File: src/sv/lrs_pkg.sv
// ============================================================================
// lrs_pkg
// Shared types, widths, codes and the sigmoid table generator of the
// logistic regression scorer.
// ============================================================================
package lrs_pkg;

  // Field widths
  localparam int OP_W        = 2;
  localparam int INDEX_W     = 10;
  localparam int VALUE_W     = 16;
  localparam int PROD_W      = 2 * VALUE_W;
  localparam int PROB_W      = 17;
  localparam int COUNT_OUT_W = 32;

  // Index space of the feature_index field
  localparam int INDEX_SPAN = 2 ** INDEX_W;

  // Accumulator: Q18.24, one extra bit for the raw sum before saturation
  localparam int ACC_W = 42;
  localparam int SUM_W = ACC_W + 1;

  // Clamped sum: [-8,8) in Q.24 fits 28 bits signed
  localparam int CLAMP_W = 28;

  // Decision threshold after reset (Q1.16)
  localparam logic [PROB_W-1:0] THRESHOLD_RESET = PROB_W'(65470);

  // Queue between front and back
  localparam int QUEUE_DEPTH = 4;

  // Operation codes of a request
  typedef enum logic [OP_W-1:0] {
    OP_LOAD    = 2'd0,
    OP_FEATURE = 2'd1,
    OP_CLEAR   = 2'd2,
    OP_NONE    = 2'd3
  } op_t;

  // Kinds of work handed to the back end
  typedef enum logic {
    KIND_FEATURE = 1'b0,
    KIND_CLEAR   = 1'b1
  } item_kind_t;

  // One queued work item
  typedef struct packed {
    item_kind_t                 kind;
    logic signed [VALUE_W-1:0]  weight;
    logic signed [VALUE_W-1:0]  value;
    logic                       in_range;
    logic                       last;
    logic                       label;
  } q_item_t;

  // Restoring divider, used only while building constant tables
  function automatic logic [63:0] udiv64(input logic [63:0] num, input logic [63:0] den);
    logic [63:0] quo;
    logic [64:0] rem;
    quo = '0;
    rem = '0;
    for (int i = 63; i >= 0; i--) begin
      rem = {rem[63:0], num[i]};
      if (rem >= {1'b0, den}) begin
        rem    = rem - {1'b0, den};
        quo[i] = 1'b1;
      end
    end
    return quo;
  endfunction

  // Sigmoid table entry k of an n-entry table, Q1.16 rounded
  function automatic logic [PROB_W-1:0] sig_entry(input int k, input int n);
    int          d;
    logic [63:0] span;
    logic [63:0] y;
    logic [63:0] term;
    logic [63:0] acc;
    logic [63:0] e;
    logic [63:0] den;
    logic [63:0] num;
    d    = 2 * k + 1 - n;
    span = (d < 0) ? 64'(-d) : 64'(d);
    y    = udiv64(span << 29, 64'(n));
    term = 64'd1 << 30;
    acc  = term;
    // Taylor series of exp(y) through the twelfth power, in Q30
    for (int m = 1; m <= 12; m++) begin
      term = udiv64((term * y) >> 30, 64'(m));
      acc  = acc + term;
    end
    e = (acc + 64'd32) >> 6;
    // Raise to the 16th power
    for (int s = 0; s < 4; s++) begin
      e = (e * e + (64'd1 << 23)) >> 24;
    end
    den = e + (64'd1 << 24);
    num = (d >= 0) ? (e << 16) : (64'd1 << 40);
    return PROB_W'(udiv64(num + (den >> 1), den));
  endfunction

endpackage

File: src/sv/lrs_queue.sv
// ============================================================================
// lrs_queue
// Short FIFO between front and back so that each side stalls on its own.
// ============================================================================
module lrs_queue
  import lrs_pkg::*;
(
  input  logic     clk,
  input  logic     rst_n,
  input  q_item_t  push_item,
  input  logic     push_valid,
  output logic     push_ready,
  output q_item_t  pop_item,
  output logic     pop_valid,
  input  logic     pop_ready
);

  localparam int PTR_W = $clog2(QUEUE_DEPTH);
  localparam int CNT_W = $clog2(QUEUE_DEPTH + 1);

  q_item_t            slots [QUEUE_DEPTH];
  logic [PTR_W-1:0]   wr_ptr_r, wr_ptr_nxt;
  logic [PTR_W-1:0]   rd_ptr_r, rd_ptr_nxt;
  logic [CNT_W-1:0]   count_r, count_nxt;
  logic               do_push, do_pop;

  assign push_ready = count_r != CNT_W'(QUEUE_DEPTH);
  assign pop_valid  = count_r != '0;
  assign do_push    = push_valid && push_ready;
  assign do_pop     = pop_valid && pop_ready;
  assign pop_item   = slots[rd_ptr_r];

  // Pointer and fill bookkeeping
  always_comb begin
    wr_ptr_nxt = wr_ptr_r;
    rd_ptr_nxt = rd_ptr_r;
    count_nxt  = count_r;
    if (do_push) wr_ptr_nxt = (wr_ptr_r == PTR_W'(QUEUE_DEPTH - 1)) ? '0 : wr_ptr_r + 1'b1;
    if (do_pop)  rd_ptr_nxt = (rd_ptr_r == PTR_W'(QUEUE_DEPTH - 1)) ? '0 : rd_ptr_r + 1'b1;
    if (do_push && !do_pop) count_nxt = count_r + 1'b1;
    if (!do_push && do_pop) count_nxt = count_r - 1'b1;
  end

  always_ff @(posedge clk) begin
    if (!rst_n) begin
      wr_ptr_r <= '0;
      rd_ptr_r <= '0;
      count_r  <= '0;
    end else begin
      wr_ptr_r <= wr_ptr_nxt;
      rd_ptr_r <= rd_ptr_nxt;
      count_r  <= count_nxt;
    end
  end

  always_ff @(posedge clk) begin
    if (do_push) slots[wr_ptr_r] <= push_item;
  end

endmodule

File: config.mk
export PLATFORM = sky130hd
export DESIGN_NAME = lrs_queue
export DESIGN_NICKNAME = d
export VERILOG_FILES = /design/src/sv/lrs_pkg.sv /design/src/sv/lrs_queue.sv
export SDC_FILE = /design/constraint.sdc
export NUM_CORES = 1
export LEC_CHECK = 0
export ABC_AREA = 1
export ABC_CLOCK_PERIOD_IN_PS = 4500
export BUFFER_PORTS_ARGS = -buffer_cell sky130_fd_sc_hd__buf_2
export CAP_MARGIN = 20
export CORE_UTILIZATION = 57
export DETAILED_ROUTE_END_ITERATION = 8
export PLACE_DENSITY = 0.79
export SKIP_LAST_GASP = 1
export SYNTH_ARGS = -nofsm -noshare
export SYNTH_HDL_FRONTEND = slang
export SYNTH_SLANG_ARGS = --single-unit
File: constraint.sdc
create_clock -name clk -period 4.5 [get_ports clk]
set_input_delay 0.675 -clock clk [delete_from_list [all_inputs] [get_ports clk]]
set_output_delay 0.675 -clock clk [all_outputs]
set_load 0.05 [all_outputs]
# [After elaboration in Yosys (flattened, before gate mapping)]
# Memories as Yosys holds them, arrays and structs flattened. A register that Yosys moved wholly into a read port is not among the register bits.
# Cells that the tools add are included.
[word_totals] wordCells=27 mem_count=1 romBits=0 inputBits=40 ff_bits=7 output_inout_bits=38 mem_bits_rw=144 latch_bits=0
[classes] n_shift=0 n_eq_ne=3 n_addsub=4 multipliers=0 bitwise_logic=0 magnitude_cmp=0 n_reduce_logical=8 div=0 muxes=8
[mem_list] memory="slots" words=4 word_bits=36 rd=1 rd_clocked_by_memory_dff=1 write_ports=1 line="lrs_queue.sv:21" rtl="q_item_t slots [QUEUE_DEPTH];"
[op_table] op="$mux W2" count=4
[op_table] op="$mux W3" count=2
[op_table] op="$add A2 B1 Y2 const B" count=2
[op_table] op="$eq A2 B2 Y1 const B" count=2
[op_table] op="$logic_and A1 B1 Y1" count=4
[op_table] op="$add A3 B1 Y3 const B" count=1
[op_table] op="$ne A3 B3 Y1 const B" count=1
[op_table] op="$reduce_bool A3 Y1" count=1
[op_table] op="$sub A3 B1 Y3 const B" count=1
[op_table] op="$logic_not A1 Y1" count=2
[op_table] op="$mux W1" count=2
[op_table] op="$reduce_bool A2 Y1" count=1

# [Longest topological paths before layout]
# Gate-level depths: netlist (run 1).
[depth] word_depth=6 mapped_depth=12

# [Least setup slack after synthesis (run 1)]
# OpenSTA, ideal clock, no wires.
[synth_path] path_type="reg2reg" from="reg count_r[1]" to="mem slots[0][0] (netlist bit), enable pin" arrival_time_ns=2.304 period_less_slack_ns=2.734 setup_slack_ns=1.766 n_path_buf=0 setup_ns=0.429 path_stages_with_launch=5 path_cell_list="dfxtp_1 > nor2_2 > nand2_2 > nand2_4 > nor2_1"
[synth_between] elab_chain_cells=4
[synth_lines] item="from (decl)" line="lrs_queue.sv:24" rtl="logic [CNT_W-1:0] count_r, count_nxt;"
[synth_lines] item="from (signal assigned)" line="lrs_queue.sv:52" rtl="count_r <= count_nxt;"
[synth_lines] item="$ne A3 B3 Y1" line="lrs_queue.sv:27" rtl="assign push_ready = count_r != CNT_W'(QUEUE_DEPTH);"
[synth_lines] item="named net push_ready" line="lrs_queue.sv:12" rtl="output logic push_ready,"
[synth_lines] item="$logic_and A1 B1 Y1" line="lrs_queue.sv:29" rtl="assign do_push = push_valid && push_ready;"
[synth_lines] item="$mux W1" line="lrs_queue.sv:57" rtl="if (do_push) slots[wr_ptr_r] <= push_item;"
[synth_lines] item="$mux W1 (not written as such)" line="lrs_queue.sv:57"
[synth_lines] item="to (decl)" line="lrs_queue.sv:21"
# The timed path passes the listed nets, and every way through them passes these cells.

==> metrics.txt, run 1 <==
run status completed; sequential element share of the synthesized area 76.99%; max-cap check violation count 0; setup fix buffers added after clock tree synthesis 0; data required time of the worst path 3830 ps; slowest cell delay on critical path 900 ps; Peak Freq 0.3110 GHz; Final Core Density 70.57%; cts-stage hold buffer count 0; I/O pin total 78; WL/cell 18.26 um; Clock Power Share 29.9%; initial cell density of the core 59.31%; Top FF cell, synth sky130_fd_sc_hd__edfxtp_1; GRT overflow 0; total die area 10670 um2; synthesized netlist cell count 415; number of antenna violations at the first check in global routing 1; global routing usage summed across all routing layers 23.45%; Placed Area 6330 um2; filler cell count 644; most common cell after layout, fill and taps aside sky130_fd_sc_hd__edfxtp_1; y dimension of the die 103.3 um; Mean Syn Cell Area 14.10 um2; number of standard-cell rows in the floorplan 36; Max Root-Sink Buffers 2; number of buffer and inverter instances along the worst setup path 2; Warnings, synthesis 0; Crit Path Max Fanout 46; Area Growth Syn to Fin 18.99%; post-synthesis sequential element count 153; Net Sw Frac 39.22%; count of H-tree levels built during CTS 4; number of distinct library cell variants in the gate-level netlist after synthesis 24; Hold Fails Final Rpt 0; horizontal extent of the die 103.3 um; Switching Power 1.926 mW; nets@finish 542; synthesized netlist net count 462; minimum period implied by the final worst setup slack 3215 ps; RD Place Congestion 0.7291; post-detailed-placement half-perimeter wirelength 6.480 mm; number of diodes 0; vias in the first global route 3579; number of setup violations in the final report 0; critical path endpoint category output pin; HP Class in2reg; leakage power of the design 2.500 nW; maximum VDD drop 0.4121 mV; Via Count 3626; P_int 2.984 mW; TritonCTS clock tree done; drt first-iter violations 258; relative contribution of sequential cells to total power 36.8%; Hold Worst Slack 373.7 ps; dominant delay contributor by cell family on the critical path flip-flops; Pwr Density 705.2 nW/um2; asr flop ratio synth 0%; number of nets still failing antenna checks after routing 0; CTS buffer count 17; total standard cell area after synthesis 5851 um2; Crit Path Class reg2out; post-route setup TNS 0 ps; wire length of the first global-routing pass 17.75 mm; RSZ-0062 raised after global routing no; setup clock skew after layout 4.875 ps; DR DRC count 0; max_slew headroom 42.02%; Clock Latency Late Sink 510 ps; actual slew at the worst max-slew pin 869.7 ps; per-cell via count in the routed design 5.666; CTS clock-pin slew for the worst setup and hold paths 60 ps; max-slew violation total from the final report 0; cells along the critical path buf_4 > o21ai_0 > o22ai_1 > buf_2; fraction of layout instances using a drive strength above 1 24.85%; Total Wirelength 11.69 mm; number of cells upsized or downsized after cts 0; # port buffers 77; commonest cells after routing, fill and taps aside 144 x sky130_fd_sc_hd__edfxtp_1, 82 x sky130_fd_sc_hd__nor2_1, 77 x sky130_fd_sc_hd__buf_2; count of clock tree sinks 153; First-pass DRT Iterations 5; CTS root buffer sky130_fd_sc_hd__clkbuf_8; maximum number of pins on one net before global-route repair 73; placeable core area 9864 um2; Critical Path Start Type flop; crit path DAT 2540 ps; area of all placed cells without fillers 6962 um2; combinational power share 33.3%; period utilisation layout 71.45%; library cell contributing the largest single delay on the critical path sky130_fd_sc_hd__dfxtp_2; number of enable flip-flop cells after synthesis 144
-- kinds of logic (layout without fill, tap and decap cells) --
family / Yosys count / count (layout) / share of synthesized area (%)
and+or+nand+nor: 105 / 105 / 7.143
DFF: 153 / 153 / 76.99
buffers and inverters: 37 / 129 / 3.700
AOI/OAI and AO/OA: 113 / 113 / 10.54
adders and majority gates: 7 / 7 / 1.625
-- flip-flops by register name, indices dropped and copies added, names as in the netlist, named ones only --
name and flops:
count_r 3, wr_ptr_r 2, rd_ptr_r 2, slots 144
-- layout make-up --
type / instances / area, um2 / area share (%)
Clock inverter: 14 / 197.7 / 2.840
Sequential cell: 153 / 4506 / 64.72
Timing Repair Buffer: 83 / 455.4 / 6.542
Inverter: 15 / 62.56 / 0.8986
Clock buffer: 17 / 414.1 / 5.949
Tap cell: 133 / 166.4 / 2.390
Multi-Input combinational cell: 225 / 1160 / 16.66
-- path summary, 6_finish.rpt --
kind,start,endpoint,slack [ps],cells after the start
setup / recovery,flop,pop_item[7],1280,4
setup reg to reg,wr_ptr_r[0],slots[0][15],2490,5
hold / removal,push_item[16],slots[0][16],370,1
hold reg to reg,rd_ptr_r[0],flop,530,2
-- worst register-to-register path: cells and delay by family, from the launching register on --
kind | cells | cell delay (ps)
flip-flops | 1 | 350
adder cells (fa/ha/maj) | 1 | 150
buffers and inverters | 3 | 530
AND/OR/NAND/NOR | 1 | 660
-- synth_stat cells (2+ instances only) --
library cell | instances | share of area (%)
sky130_fd_sc_hd__edfxtp_1 | 144 | 74
sky130_fd_sc_hd__nor2_1 | 86 | 5.5
sky130_fd_sc_hd__o21ai_0 | 40 | 3.4
sky130_fd_sc_hd__o22ai_1 | 36 | 3.8
sky130_fd_sc_hd__o21ai_1 | 34 | 2.9
sky130_fd_sc_hd__inv_1 | 13 | 0.83
sky130_fd_sc_hd__nand2_1 | 11 | 0.71
sky130_fd_sc_hd__buf_4 | 10 | 1.3
sky130_fd_sc_hd__buf_2 | 9 | 0.77
sky130_fd_sc_hd__dfxtp_1 | 9 | 3.1
sky130_fd_sc_hd__ha_1 | 6 | 1.3
sky130_fd_sc_hd__buf_6 | 3 | 0.58
sky130_fd_sc_hd__a21oi_1 | 2 | 0.17
sky130_fd_sc_hd__nand3_1 | 2 | 0.17
-- stage by stage --
step                setup slack [ps]  power (mW)  std cells
floorplan                       1766       3.109        415
global placement                1821       3.424        607
detailed placement              1825       3.465        608
CTS                             1247       4.934        639
global route                    1138       5.110        640
finish                          1285       4.909        640
-- routing by layer --
metal | global-route usage (%) | wire length (um)
met5 | 0 | 13
met4 | 10.18 | 151
met3 | 7.527 | 845
met2 | 39.64 | 6090
met1 | 27.79 | 4584
-- power by group through the flow --
stage                     combinational, mW  clock [mW]  sequential (mW)
after global placement                 1.60           0             1.83
final                                  1.64        1.47             1.81
after global routing                   1.75        1.54             1.82
after detailed placement               1.63           0             1.83
after floorplan                        1.33           0             1.78
after CTS                              1.65        1.48             1.81
(Power assumes the default switching activity.)
==> run 2, diff against run 1 <==
--- a/config.mk
+++ b/config.mk
@@ -5,8 +5,8 @@
 export SDC_FILE = /design/constraint.sdc
 export NUM_CORES = 1
 export LEC_CHECK = 0
-export ABC_AREA = 1
-export ABC_CLOCK_PERIOD_IN_PS = 4500
+export ABC_AREA = 0
+export ABC_CLOCK_PERIOD_IN_PS = 3000
 export BUFFER_PORTS_ARGS = -buffer_cell sky130_fd_sc_hd__buf_2
 export CAP_MARGIN = 20
 export CORE_UTILIZATION = 57
==> constraint.sdc (replaced) <==
create_clock -name clk -period 3 [get_ports clk]
set_input_delay 0.45 -clock clk [delete_from_list [all_inputs] [get_ports clk]]
set_output_delay 0.45 -clock clk [all_outputs]
set_load 0.05 [all_outputs]
==> metrics.txt, run 2 <==
relative contribution of sequential cells to total power 40.4% (+3.6 points); Top FF cell, synth sky130_fd_sc_hd__edfxtp_1; Cell Count Post-Placement 451 (-26%); sequential element share of the synthesized area 79.09% (+2.1 points); Top Registers slots x144, count_r x3; Via Count 2662 (-27%); y dimension of the die 102.0 um (-1.3%); Warnings, synthesis 0 (unchanged); GRT overflow 0 (unchanged); Critical Path Start Type flop; register bank with the most flops slots; Setup WS post-layout 401.9 ps (-882.7 ps); Net Sw Frac 32.79% (-6.4 points); critical path endpoint category output pin; CTS clock-pin slew for the worst setup and hold paths 60 ps (about the same); max FFs per register 144 (unchanged); Mean Syn Cell Area 23.34 um2 (+66%); synthesized netlist net count 291 (-37%); nets@finish 384 (-29%); most common cell after layout, fill and taps aside sky130_fd_sc_hd__edfxtp_1; HP Class in2reg; actual slew at the worst max-slew pin 576.4 ps (-293.2 ps); worst setup slack after placement 534.5 ps (-1290 ps); biggest area contributors in the synthesized netlist sky130_fd_sc_hd__edfxtp_1 76%, sky130_fd_sc_hd__mux4_2 14%, sky130_fd_sc_hd__dfxtp_1 3.2%; # port buffers 77 (unchanged); number of antenna violations at the first check in global routing 0 (-1); number of diodes 0 (unchanged); Clock Power Share 31.1% (+1.2 points); count of clock tree sinks 153 (unchanged); Hold Fails Final Rpt 0 (unchanged); most instantiated cells after synthesis 144 x sky130_fd_sc_hd__edfxtp_1, 36 x sky130_fd_sc_hd__mux4_2, 9 x sky130_fd_sc_hd__dfxtp_1; RSZ-0062 raised after global routing no; max-slew violation total from the final report 0 (unchanged); per-cell via count in the routed design 5.511 (-2.7%); horizontal extent of the die 102.0 um (-1.3%); number of setup violations in the final report 0 (unchanged); Sequential cell area 4507 um2 (about the same); post-detailed-placement half-perimeter wirelength 5.670 mm (-13%); crit path DAT 2150 ps (-390 ps); Placed Area 6270 um2 (-0.95%); Switching Power 2.164 mW (+12%); minimum period implied by the final worst setup slack 2598 ps; Max Root-Sink Buffers 2 (unchanged); max-cap check violation count 0 (unchanged); global routing usage summed across all routing layers 19.60% (-3.9 points); WL/cell 19.33 um (+5.9%); synthesized-area fraction occupied by and/or/nand/nor cells 2.131% (-5.0 points); asr flop ratio synth 0% (unchanged); post-route setup TNS 0 ps (unchanged); drt first-iter violations 72 (-72%); number of standard-cell rows in the floorplan 36 (unchanged); post-synth top area share 75.92% (+2.0 points); commonest cells after routing, fill and taps aside 144 x sky130_fd_sc_hd__edfxtp_1, 77 x sky130_fd_sc_hd__buf_2, 36 x sky130_fd_sc_hd__mux4_2; synthesized netlist cell count 244 (-41%); Crit Path Class reg2out; First-pass DRT Iterations 4 (-1); combinational power share 28.5% (-4.8 points); number of distinct library cell variants in the gate-level netlist after synthesis 26 (+8.3%); RD Place Congestion 0.6591 (-9.6%); Hold Worst Slack 139.9 ps (-233.8 ps); total standard cell area after synthesis 5695 um2 (-2.7%); maximum VDD drop 0.5291 mV (+28%); cell with the most instances after synthesis sky130_fd_sc_hd__edfxtp_1; I/O pin total 78 (unchanged); maximum number of pins on one net before global-route repair 22 (-70%); DR DRC count 0 (unchanged); mux share of post-synthesis cell area 14.41% (+14 points); largest family of logic cells by synthesized area multiplexers; area of all placed cells without fillers 6844 um2 (-1.7%); max_slew headroom 61.24% (+19 points); P_int 4.435 mW (+49%); vias in the first global route 2731 (-24%); TritonCTS clock tree done; setup clock skew after layout 6.174 ps (+1.299 ps); Area Growth Syn to Fin 20.17%; CTS root buffer sky130_fd_sc_hd__clkbuf_8; initial cell density of the core 58.54% (-0.77 points); adder-cell area share of the yosys netlist 1.670% (+0.044 points); Crit Path Max Fanout 21 (-54%); period utilisation layout 86.60%; final total power 6.599 mW (+34%); number of nets still failing antenna checks after routing 0 (unchanged); number of enable flip-flop cells after synthesis 144 (unchanged); wire length of the first global-routing pass 14.19 mm (-20%); leakage power of the design 2.355 nW (-5.8%); area used by multi-input combinational logic 1095 um2 (-5.6%); synthesized-area fraction occupied by ao, oa, aoi and oai cells 0.7030% (-9.8 points); count of H-tree levels built during CTS 4 (unchanged); post-synthesis sequential element count 153 (unchanged); run status completed; CTS buffer count 17 (unchanged); cts-stage hold buffer count 0 (unchanged); filler cell count 636 (-1.2%); fraction of layout instances using a drive strength above 1 44.86% (+20 points); Clock Latency Late Sink 520 ps (about the same); total die area 10400 um2 (-2.6%); data required time of the worst path 2550 ps (-1280 ps); dominant cell type by area after synthesis sky130_fd_sc_hd__edfxtp_1; final standard cell count with taps included and fillers excluded 483 (-25%); Total Wirelength 9.338 mm (-20%); Peak Freq 0.3849 GHz; setup fix buffers added after clock tree synthesis 0 (unchanged); Final Core Density 70.34% (-0.23 points); placeable core area 9729 um2 (-1.4%); Pwr Density 964.2 nW/um2 (+37%); number of cells upsized or downsized after cts 0 (unchanged); xor/xnor cell area share of the yosys netlist 0.3076% (+0.31 points)
[run 2: cells by family (layout without fill, tap and decap cells)]
logic type               after synthesis  in the layout
flip-flops                           153            153
multiplexers                          37             37
AND/OR/NAND/NOR                       21             21
buffers and inverters                 17            123
adder cells (fa/ha/maj)                7              7
AO/OA/AOI/OAI                          7              7
XOR/XNOR                               2              2
[run 2: worst paths after layout]
path	from	end	slack (ps)	cells past startpoint
worst min register to register	wr_ptr_r[1]	wr_ptr_r[1]	510	2
worst min-delay path	push_item[15]	slots[2][15]	140	1
worst max-delay path	flop	pop_item[24]	400	3
worst max register to register	count_r[2]	count_r[2]	510	9
[run 2: worst max-delay path, cell delays in order (launching register included)]
cell	delay (ps)
sky130_fd_sc_hd__dfxtp_2	390
sky130_fd_sc_hd__buf_4	420
sky130_fd_sc_hd__mux4_2	580
sky130_fd_sc_hd__buf_2	230
[run 2: power by group through the flow]
stage | Clock [mW] | Sequential [mW] | Combinational [mW]
floorplan | 0 | 2.66 | 1.55
global placement | 0 | 2.70 | 1.88
detailed placement | 0 | 2.71 | 1.91
CTS | 2.08 | 2.67 | 1.91
global route | 2.17 | 2.69 | 2.00
finish | 2.05 | 2.67 | 1.88
[run 2: final cells by class]
cell class / count / share of cell area, %
timing repair buffer: 84 / 6.947
sequential: 153 / 65.85
inverter: 7 / 0.3839
clock inverter: 13 / 2.230
tap: 133 / 2.431
clock buffer: 19 / 6.161
multi-input combinational: 74 / 16.00
[run 2: routing by layer]
| layer | vias to the layer above | track usage [%] | part of all wire [%] | wire (um) |
|---|---|---|---|---|
| met2 | 77 | 29.32 | 49 | 4608 |
| li1 | 1196 | - | - | - |
| met1 | 1375 | 26.53 | 44 | 4086 |
| met4 | 0 | 10.33 | 1.6 | 151 |
| met3 | 14 | 5.677 | 5.3 | 492 |
| met5 | - | 0 | 0 | 0 |
==> run 3, diff against run 2 <==
--- a/config.mk
+++ b/config.mk
@@ -11,7 +11,7 @@
 export CAP_MARGIN = 20
 export CORE_UTILIZATION = 57
 export DETAILED_ROUTE_END_ITERATION = 8
-export PLACE_DENSITY = 0.79
+export PLACE_DENSITY = 0.76
 export SKIP_LAST_GASP = 1
 export SYNTH_ARGS = -nofsm -noshare
 export SYNTH_HDL_FRONTEND = slang
==> metrics.txt, run 3 (synthesis gave the netlist of run 2 again) <==
Crit Path Class reg2reg; max-slew violation total from the final report 0 (unchanged); Setup WS post-layout 508.3 ps (+106.4 ps); number of setup violations in the final report 0 (unchanged); run status finished with violations; minimum period implied by the final worst setup slack 2492 ps (-106.4 ps); Total Wirelength 9.502 mm (+1.8%); cells along the critical path or3b_1 > and2_4 > inv_1 > ha_1 > inv_1 > fa_1 > xor2_1 > or3_2 > a21boi_1; Hold Fails Final Rpt 0 (unchanged); post-route setup TNS 0 ps (unchanged); drt first-iter violations 124 (+72%); Cell Count Post-Placement 451 (unchanged); critical path endpoint category flop; Via Count 2635 (-1.0%); number of antenna violations at the first check in global routing 1 (+1); # port buffers 77 (unchanged); Peak Freq 0.4013 GHz (+4.3%); max-cap check violation count 0 (unchanged); Placed Area 6245 um2 (-0.40%); global routing usage summed across all routing layers 19.91% (+0.31 points); Pwr Density 989.3 nW/um2 (+2.6%); RSZ-0062 raised after global routing no; I/O pin total 78 (unchanged); worst reg2reg path depth 9 (unchanged); Critical Path Start Type flop; fraction of layout instances using a drive strength above 1 45.43% (+0.57 points); number of diodes 0 (unchanged); TritonCTS clock tree done; GRT overflow 0 (unchanged); y dimension of the die 102.0 um (unchanged); Crit Path Max Fanout 7 (-67%); CTS clock-pin slew for the worst setup and hold paths 70 ps (about the same); CTS root buffer sky130_fd_sc_hd__clkbuf_8; number of cells upsized or downsized after cts 0 (unchanged); post-detailed-placement half-perimeter wirelength 5.474 mm (-3.5%); maximum VDD drop 0.5936 mV (+12%); filler cell count 639 (+0.47%); commonest cells after routing, fill and taps aside 144 x sky130_fd_sc_hd__edfxtp_1, 77 x sky130_fd_sc_hd__buf_2, 36 x sky130_fd_sc_hd__mux4_2; dominant delay contributor by cell family on the critical path simple AND/OR/NAND/NOR gates; area of all placed cells without fillers 6882 um2 (+0.55%); max FFs per register 144 (unchanged); First-pass DRT Iterations 6 (+2); data required time of the worst path 3450 ps (+900 ps); leakage power of the design 2.384 nW (+1.3%); WL/cell 19.67 um (+1.8%); most repeated library cell on the critical path sky130_fd_sc_hd__inv_1; setup fix buffers added after clock tree synthesis 0 (unchanged); HP Class in2reg; crit path DAT 2940 ps (+790 ps); vias in the first global route 2735 (+0.15%); RD Place Congestion 0.6984 (+6.0%); cell count of the worst hold path 1 (unchanged); DR DRC count 1 (+1); horizontal extent of the die 102.0 um (unchanged); number of nets still failing antenna checks after routing 0 (unchanged); placeable core area 9729 um2 (unchanged); period utilisation layout 83.06% (-3.5 points); CTS buffer count 17 (unchanged); slowest cell delay on critical path 450 ps (-130 ps); actual slew at the worst max-slew pin 981.9 ps (+405.5 ps); Clock Latency Late Sink 520 ps (about the same); initial cell density of the core 58.54% (unchanged); count of H-tree levels built during CTS 4 (unchanged); count of clock tree sinks 153 (unchanged); final total power 6.808 mW (+3.2%); per-cell via count in the routed design 5.455 (-1.0%); number of standard-cell rows in the floorplan 36 (unchanged); Top Registers slots x144, count_r x3; library cell contributing the largest single delay on the critical path sky130_fd_sc_hd__or3b_1; nets@finish 384 (unchanged); setup clock skew after layout 11.26 ps (+5.086 ps); worst setup slack after placement 508.4 ps (-26.15 ps); number of buffer and inverter instances along the worst setup path 2 (unchanged); Max Root-Sink Buffers 2 (unchanged); Area Growth Syn to Fin 20.83%; failing checks design-rule violations; critical path depth in cells 9 (+6); register bank with the most flops slots; max_slew headroom 34.54% (-27 points); total die area 10400 um2 (unchanged); wire length of the first global-routing pass 14.26 mm (+0.49%); cts-stage hold buffer count 0 (unchanged); maximum number of pins on one net before global-route repair 37 (+68%); most common cell after layout, fill and taps aside sky130_fd_sc_hd__edfxtp_1; final standard cell count with taps included and fillers excluded 483 (unchanged)
run 3: area by class of cell:
cell class              count  area, um2  area share (%)
flip-flops and latches    153       4507           65.49
well taps                 133      166.4           2.418
multi-input cells          74       1095           15.91
inverters                   7      26.28          0.3818
clock buffers              18      417.9           6.073
clock inverters            14      219.0           3.182
repair buffers             84      450.4           6.545
run 3: metal layers:
metal | GRT usage, % | part of all wire, %
met1 | 25.38 | 42
met4 | 8.571 | 0.68
met2 | 32.21 | 53
met3 | 5.882 | 4.1
met5 | 0 | 0.14
run 3: where the power goes:
group          switching (mW)  internal [mW]  total [mW]
combinational            1.28          0.589        1.87
sequential             0.0868           2.58        2.67
clock                   0.825           1.44        2.27
total                    2.20           4.61        6.81
run 3: path summary, 6_finish.rpt:
check / slack, ps / endpoint / start
setup / recovery: 510 / count_r[2] / count_r[2]
hold / removal: 140 / slots[1][11] / push_item[11]
setup reg to reg: 510 / count_r[2] / count_r[2]
hold reg to reg: 510 / wr_ptr_r[1] / wr_ptr_r[1]
run 3: stage by stage:
stage	util (%)	hold WS (ps)
after floorplan	-	467.7
after global placement	64.18	485.4
after detailed placement	64.18	503.4
after CTS	70.73	116.2
after global routing	70.73	125.9
final	70.73	144.4
